<file path="config.mk">
export PLATFORM = sky130hd
export DESIGN_NAME = bcp_out_fifo_flat
export DESIGN_NICKNAME = d
export VERILOG_FILES = /design/src/rtl/core/bcp_pkg.sv /design/src/rtl/core/bcp_chan_if.sv /design/src/rtl/core/bcp_out_fifo.sv /design/src/flat_wrapper.sv
export SDC_FILE = /design/constraint.sdc
export NUM_CORES = 1
export LEC_CHECK = 0
export ABC_CLOCK_PERIOD_IN_PS = 2300
export CAP_MARGIN = 20
export CORE_AREA = 2 2 133 135
export CTS_BUF_LIST = sky130_fd_sc_hd__clkbuf_16
export CTS_CLUSTER_SIZE = 40
export DETAILED_ROUTE_END_ITERATION = 8
export DIE_AREA = 0 0 135 137
export DONT_BUFFER_PORTS = 1
export PLACE_DENSITY = 0.3
export SLEW_MARGIN = 10
export SYNTH_ARGS = -nofsm -noshare
export SYNTH_HDL_FRONTEND = slang
export SYNTH_SLANG_ARGS = --single-unit
</file>
<file path="constraint.sdc">
create_clock -name clk -period 2.3 [get_ports clk]
set_clock_uncertainty 0.05 [all_clocks]
set_input_delay 0.46 -clock clk [delete_from_list [all_inputs] [get_ports clk]]
set_output_delay 0.46 -clock clk [all_outputs]
set_load 0.005 [all_outputs]
</file>
<file path="src/rtl/core/bcp_pkg.sv">
// ----------------------------------------------------------------------------
// bcp_pkg
// Types, codes and defaults shared by the bytecode container parser.
// ----------------------------------------------------------------------------
package bcp_pkg;

	localparam int MAX_SECTIONS_DEF     = 16;
	localparam int MAX_INSTRUCTIONS_DEF = 1024;
	localparam int MAX_CONSTANTS_DEF    = 256;
	localparam int MAX_STRING_BYTES_DEF = 4096;

	localparam logic [7:0] MAGIC_B0 = 8'h41;
	localparam logic [7:0] MAGIC_B1 = 8'h49;
	localparam logic [7:0] MAGIC_B2 = 8'h42;
	localparam logic [7:0] MAGIC_B3 = 8'h43;
	localparam logic [31:0] MAGIC_WORD = {MAGIC_B3, MAGIC_B2, MAGIC_B1, MAGIC_B0};
	localparam logic [31:0] VERSION_WORD = 32'd1;

	localparam logic [23:0] HEADER_BYTES  = 24'd16;
	localparam logic [32:0] SEC_HDR_BYTES = 33'd8;
	localparam logic [23:0] INSTR_BYTES   = 24'd12;
	localparam logic [31:0] WORD_BYTES    = 32'd4;

	localparam logic [23:0] HDR_MAGIC_LAST   = 24'd3;
	localparam logic [23:0] HDR_VERSION_LAST = 24'd7;
	localparam logic [23:0] HDR_COUNT_LAST   = 24'd15;
	localparam logic [23:0] HDR_VERSION_OFS  = 24'd4;
	localparam logic [23:0] HDR_COUNT_OFS    = 24'd12;

	typedef enum logic [1:0] {
		CFG_IMAGE_LENGTH = 2'd0,
		CFG_INSTR_CODE   = 2'd1,
		CFG_CONST_CODE   = 2'd2,
		CFG_HIGH_OPCODE  = 2'd3
	} cfg_index_t;

	typedef enum logic [3:0] {
		PH_IDLE, PH_HDR, PH_SECHDR, PH_SKIP, PH_ICOUNT, PH_IOP, PH_IARG,
		PH_CCOUNT, PH_CKIND, PH_CINT, PH_CBOOL, PH_CSLEN, PH_CSTR
	} phase_t;

	typedef enum logic [3:0] {
		ST_OK = 4'd0, ST_TRUNC = 4'd1, ST_MAGIC = 4'd2, ST_VERSION = 4'd3,
		ST_SECLIMIT = 4'd4, ST_OOB = 4'd5, ST_INVSEC = 4'd6, ST_ILIMIT = 4'd7,
		ST_OPCODE = 4'd8, ST_CLIMIT = 4'd9, ST_CKIND = 4'd10, ST_SLIMIT = 4'd11
	} status_t;

	typedef enum logic [1:0] {
		RK_SECTION = 2'd0, RK_INSTR = 2'd1, RK_CONST = 2'd2, RK_STATUS = 2'd3
	} rec_kind_t;

	localparam logic [7:0] CK_INT    = 8'd1;
	localparam logic [7:0] CK_BOOL   = 8'd2;
	localparam logic [7:0] CK_STRING = 8'd3;
	localparam logic [7:0] CK_VOID   = 8'd4;

	typedef struct packed {
		logic       mode;
		logic [7:0] data_byte;
	} in_item_t;

	typedef struct packed {
		logic [1:0]         record_kind;
		logic [9:0]         entry_index;
		logic [31:0]        type_code;
		logic signed [63:0] value;
		logic [31:0]        size_field;
		logic [23:0]        offset_field;
		logic [3:0]         status;
		logic               last;
	} rec_t;

	typedef struct packed {
		logic [1:0] n;
		rec_t       r0;
		rec_t       r1;
	} push_t;

	function automatic rec_t mk_rec(rec_kind_t kind, logic [31:0] idx, logic [31:0] tcode,
		logic [63:0] val, logic [31:0] size, logic [23:0] ofs, status_t st, logic lst);
		rec_t r;
		r.record_kind  = kind;
		r.entry_index  = idx[9:0];
		r.type_code    = tcode;
		r.value        = val;
		r.size_field   = size;
		r.offset_field = ofs;
		r.status       = st;
		r.last         = lst;
		return r;
	endfunction

endpackage

</file>
<file path="src/rtl/core/bcp_chan_if.sv">
// ----------------------------------------------------------------------------
// bcp_chan_if
// Valid/ready channel carrying one payload beat.
// ----------------------------------------------------------------------------
interface bcp_chan_if #(parameter type payload_t = logic);
	logic     valid;
	logic     ready;
	payload_t payload;

	modport source (output valid, output payload, input ready);
	modport sink (input valid, input payload, output ready);
endinterface

</file>
<file path="src/rtl/core/bcp_out_fifo.sv">
// ----------------------------------------------------------------------------
// bcp_out_fifo
// Four-entry record queue: takes up to two records a cycle, sends one while out_ch is ready.
// ----------------------------------------------------------------------------
module bcp_out_fifo (
	input  logic           clk,
	input  logic           arst_n,
	input  bcp_pkg::push_t push,
	output logic           room,
	bcp_chan_if.source     out_ch
);
	bcp_pkg::rec_t mem_q [4];
	logic [1:0] wp_q;
	logic [1:0] rp_q;
	logic [2:0] cnt_q;
	logic       pop;

	assign out_ch.valid   = (cnt_q != 3'd0);
	assign out_ch.payload = mem_q[rp_q];
	assign pop            = out_ch.valid && out_ch.ready;
	assign room           = (cnt_q <= 3'd2);

	always_ff @(posedge clk) begin
		if (push.n != 2'd0) mem_q[wp_q] <= push.r0;
		if (push.n == 2'd2) mem_q[wp_q + 2'd1] <= push.r1;
	end

	always_ff @(posedge clk or negedge arst_n) begin
		if (!arst_n) begin
			wp_q  <= '0;
			rp_q  <= '0;
			cnt_q <= '0;
		end else begin
			wp_q  <= wp_q + push.n;
			rp_q  <= rp_q + {1'b0, pop};
			cnt_q <= cnt_q + {1'b0, push.n} - {2'b0, pop};
		end
	end
endmodule

</file>
<file path="src/flat_wrapper.sv">
// flat-port wrapper written by rule: the top's interface ports become plain ports
module bcp_out_fifo_flat 
  (clk, arst_n, push, room, out_ch_valid, out_ch_payload, out_ch_ready);
  bcp_chan_if out_ch_i ();
  input  logic clk;
  input  logic arst_n;
  input  bcp_pkg::push_t push;
  output logic room;
  output wire logic [$bits(out_ch_i.valid)-1:0] out_ch_valid;
  output wire logic [$bits(out_ch_i.payload)-1:0] out_ch_payload;
  input wire logic [$bits(out_ch_i.ready)-1:0] out_ch_ready;
  assign out_ch_valid = out_ch_i.valid;
  assign out_ch_payload = out_ch_i.payload;
  assign out_ch_i.ready = out_ch_ready;
  bcp_out_fifo u_core (.clk(clk), .arst_n(arst_n), .push(push), .room(room), .out_ch(out_ch_i));
endmodule
</file>
**After elaboration in Yosys (flattened, before gate mapping)**

Memories as Yosys holds them, arrays and structs flattened.
Index checks and enable logic that the tools add are counted.

- Output and inout port bits: 3
- Flip-flop bits (word level): 7
- Input port bits: 343
- Memory bits (writable): 676
- Logic and storage cells: 18
- Memories kept: 1

- Equality and inequality tests: 1
- Magnitude comparators: 1
- $add $sub $neg: 5
- Muxes and demuxes: 4
- Reductions and logical operators: 3

Memories:

| name | depth | width | rd ports | clocked after Yosys merged registers in | wr ports | RTL line | RTL |
|---|---|---|---|---|---|---|---|
| u_core.mem_q | 4 | 169 | 1 | 0 | 2 | bcp_out_fifo.sv:12 | `bcp_pkg::rec_t mem_q [4];` |

Operators with widths:

| kind | number |
|---|---|
| $mux W1 | 4 |
| $add A3 B2 Y3 | 1 |
| $le A3 B2 Y1 const B | 1 |
| $reduce_bool A3 Y1 | 1 |
| $sub A3 B1 Y3 | 1 |
| $add A2 B1 Y2 | 1 |
| $add A2 B1 Y2 const B | 1 |
| $add A2 B2 Y2 | 1 |
| $eq A2 B2 Y1 const B | 1 |
| $reduce_bool A2 Y1 | 1 |
| $logic_and A1 B1 Y1 | 1 |

**Depth between registers and ports, before layout**

- Depth after elaboration: 3
- Depth in mapped cells: 7
- Mapped depth without buffers: 6

**Worst setup path before layout**

Ideal clock, no wire load.

- Path type: input -> register
- Start point: input port push[339] in the netlist's numbering
- End point: register u_core.cnt_q[2]
- Cell stages on the path: 7
- Path slack: 473 ps
- Buffers on the path: 1
- Data arrival time: 1,652 ps
- Required time: 2,125 ps
- Setup time: 125 ps
- Cells stage by stage: clkbuf_2 -> inv_1 -> ha_1 -> inv_1 -> fa_1 -> xnor2_1 -> xnor2_1

- Cells in the longest elaborated chain, start to end: 2

Ends and longest elaborated chain:

| element | RTL line | RTL |
|---|---|---|
| start: declaration | flat_wrapper.sv:7 | `input bcp_pkg::push_t push;` |
| $add A3 B2 Y3 | bcp_out_fifo.sv:36 | `cnt_q <= cnt_q + {1'b0, push.n} - {2'b0, pop};` |
| $sub A3 B1 Y3 | bcp_out_fifo.sv:36 |  |
| end signal: assignment | bcp_out_fifo.sv:36 |  |
| end: declaration | bcp_out_fifo.sv:15 | `logic [2:0] cnt_q;` |

No other way between the ends.

**Final worst setup path**

- Start point: register u_core.cnt_q[0]
- End point: register u_core.cnt_q[2]

- Cells in the longest elaborated chain, start to end: 3
- Elaborated cells between the ends (all ways): 4
- Classes of those cells: add/sub (2); reduce/logical (2)

Ends and longest elaborated chain:

| element | RTL line |
|---|---|
| branches (longest 2 deep; another with $add A3 B2 Y3) | - |
| $sub A3 B1 Y3 (*) | bcp_out_fifo.sv:36 |

Mark *: on every way between the ends.

==> impl_metrics.ini <==
[outcome]
status = finished, final reports clean

[yosys]
synthTopCellsByArea = dfrtp_1 26%, edfxtp_1 18%, xnor2_1 7.9%, ha_1 5.7%, mux2_1 3.4%
synth_top_area_frac = 0.264
synth_fa_ha_area_frac = 0.0868
synth_edf_count = 4
synthSimpleGateAreaFrac = 0.160
synth-main-ff-cell = dfrtp_1
synth_cell_types = 31
synthMuxAreaShare = 0.123
syn_inst = 52
synth_xor_area_frac = 0.0792
ys_seq_area_frac = 0.445
synth_top_area_cell = dfrtp_1
syn_nets = 399
synth_compound_area_frac = 0.0642
synth_warnings = 0
synth_top_family_by_area = simple AND/OR/NAND/NOR gates
synth_area_um2 = 663
ys_seq_elements = 11
synth.avg_cell_area_um2 = 12.8
synthArstFlopShare = 0.636

[power]
p_int_mw = 0.707
p_sw_frac = 0.311
p_switching_mw = 0.318
seqPwrFrac = 0.407
peakVddDrop_v = 0.000148
total_power_mw = 1.02
combPwrFrac = 0.290
power_density_nw_per_um2 = 1010
leakagePower_nw = 0.298
pwr-share-clk = 0.304

[sta]
max-slew-margin-rel = 0.767
post-route-period-util = 0.749
period_needed_ns = 1.72
hold_viol_final = 0
setup_slack_ns = 0.578
tns_ns = 0
max_freq_mhz = 581
worst_pin_slew_ns = 0.345
setup_viol = 0
rsz0062_at_grt = false
finalHoldWorstSlack_ns = 0.269
slew_violations = 0

[setup_path]
cp.required_ns = 2.37
reg2reg_to = u_core.cnt_q[2]
crit_type = flop to flop
path_max_fanout = 6
r2r_slack_ns = 0.58
startpoint_type = flop
cp-end-kind = flop
timing.rr.start = u_core.cnt_q[0]
reg2reg_depth = 5
crit_arrival_ns = 1.79

[grt]
gr-total-overflow = 0
track_usage = 0.0162
antenna_found_initial = 0
grt_pass1_vias = 417
grt_max_degree = 12
grt_pass1_wl_um = 2210

[clocking]
cts_buffer_depth = 2
cts_sinks = 11
htreeDepth = 1
clock_latency_ns = 0.24
cts.repair.resized = 0
cts_tree = yes
cts_inserted_buffers = 3
clkSlewWorstSetupHoldPaths_ns = 0.04
clockRootBuffer = clkbuf_16

[floorplan]
die_x_um = 135
ios = 346
coreArea_um2 = 17100
dieArea_um2 = 18500
fp.dieH_um = 137
start_util = 0.0389
rows = 48

[drt]
vias_per_cell = 1.42
first_pass_iters = 4
drt_wl_total_um = 1330
vias = 397
drc = 0
drtAntennaViolNets = 0
drtIter0Drc = 9
wl_per_cell_um = 4.76

[hold_path]
min_delay_worst_endpoint = u_core.wp_q[1]
hold_class = input port to flop
hold_depth = 1
hp-start = push[339]

[run]
maxCapViolCount = 0

[layout]
finalNonFillerCells = 280
antennaDiodeCount = 0
areaGrowthSynthToFinish_pct = 53.4
fin_util = 0.0596
drive_gt1_frac = 0.145
fin_area_um2 = 1020
final_cell_mix = 7 x dfrtp_1, 6 x xnor2_1, 4 x inv_1, 4 x edfxtp_1
final_common_cell = dfrtp_1
layout.nets = 403

[place]
dp_hpwl_um = 1150
place_area_um2 = 928
dp.cells = 275
port_buffers = 0
pre_cts_slack_ns = 0.577
place.gp.congestion = 0.591
==> power groups by stage <==
stage	Sequential [mW]	Combinational (mW)	Clock [mW]
finish	0.417	0.297	0.311
global placement	0.427	0.304	0
detailed placement	0.425	0.302	0
floorplan	0.375	0.300	0
global route	0.441	0.338	0.335
CTS	0.422	0.307	0.321
==> timing repair <==
action | in CTS | in global routing
buffers inserted | 0 | 0
endpoints found under the hold margin | 7 | 0
hold buffers | 1 | 0
==> synth_stat cells (all sizes together), types with 2 or more instances <==
cell type  count
mux2           4
xnor2          6
edfxtp         4
inv            3
o311ai         2
ha             3
dfrtp          7
nand2b         2
nor2           2
==> sequential cells by signal (all words and copies together) (netlist names) <==
register,count
u_core.cnt_q,3
u_core.wp_q,2
u_core.rp_q,2
u_core.mem_q,4
==> worst max path at each step <==
stage,from,end,slack (ns)
final,u_core.cnt_q[0],u_core.cnt_q[2],0.58
after global routing,u_core.cnt_q[0],u_core.cnt_q[2],0.50
after CTS,u_core.rp_q[0],out_ch_payload,0.56
after detailed placement,u_core.cnt_q[0],u_core.cnt_q[2],0.58
after global placement,u_core.cnt_q[0],u_core.cnt_q[2],0.57
after floorplan,push[339],u_core.cnt_q[2],0.47
==> cells by family (layout without fill, tap and decap cells) <==
group | count (synthesis) | in the layout
DFF | 11 | 11
muxes | 6 | 6
AOI/OAI and AO/OA | 6 | 6
and+or+nand+nor | 14 | 14
adders and majority gates | 4 | 4
buffers and inverters | 5 | 8
xor gates and xnor gates | 6 | 6
==> layout make-up <==
cell class	count	area (µm²)
Clock buffer	3	75.1
Clock inverter	1	3.75
Fill cell	2033	16000
Inverter	3	11.3
Multi-Input combinational cell	36	340
Sequential cell	11	295
Tap cell	225	282
Timing Repair Buffer	1	10.0
==> metal layers <==
| metal | share of wire | track usage |
|---|---|---|
| met5 | 0 | 0 |
| met4 | 0.043 | 0.0156 |
| met3 | 0.085 | 0.00667 |
| met2 | 0.50 | 0.0271 |
| met1 | 0.37 | 0.0149 |
==> worst max-delay path, cell delays in order, from the launching register on <==
cell	delay, ns
dfrtp_1	0.42
nand2b_1	0.17
or2_2	0.29
fa_1	0.41
xnor2_1	0.14
xnor2_1	0.12
Power figures use the tool's default switching activity.
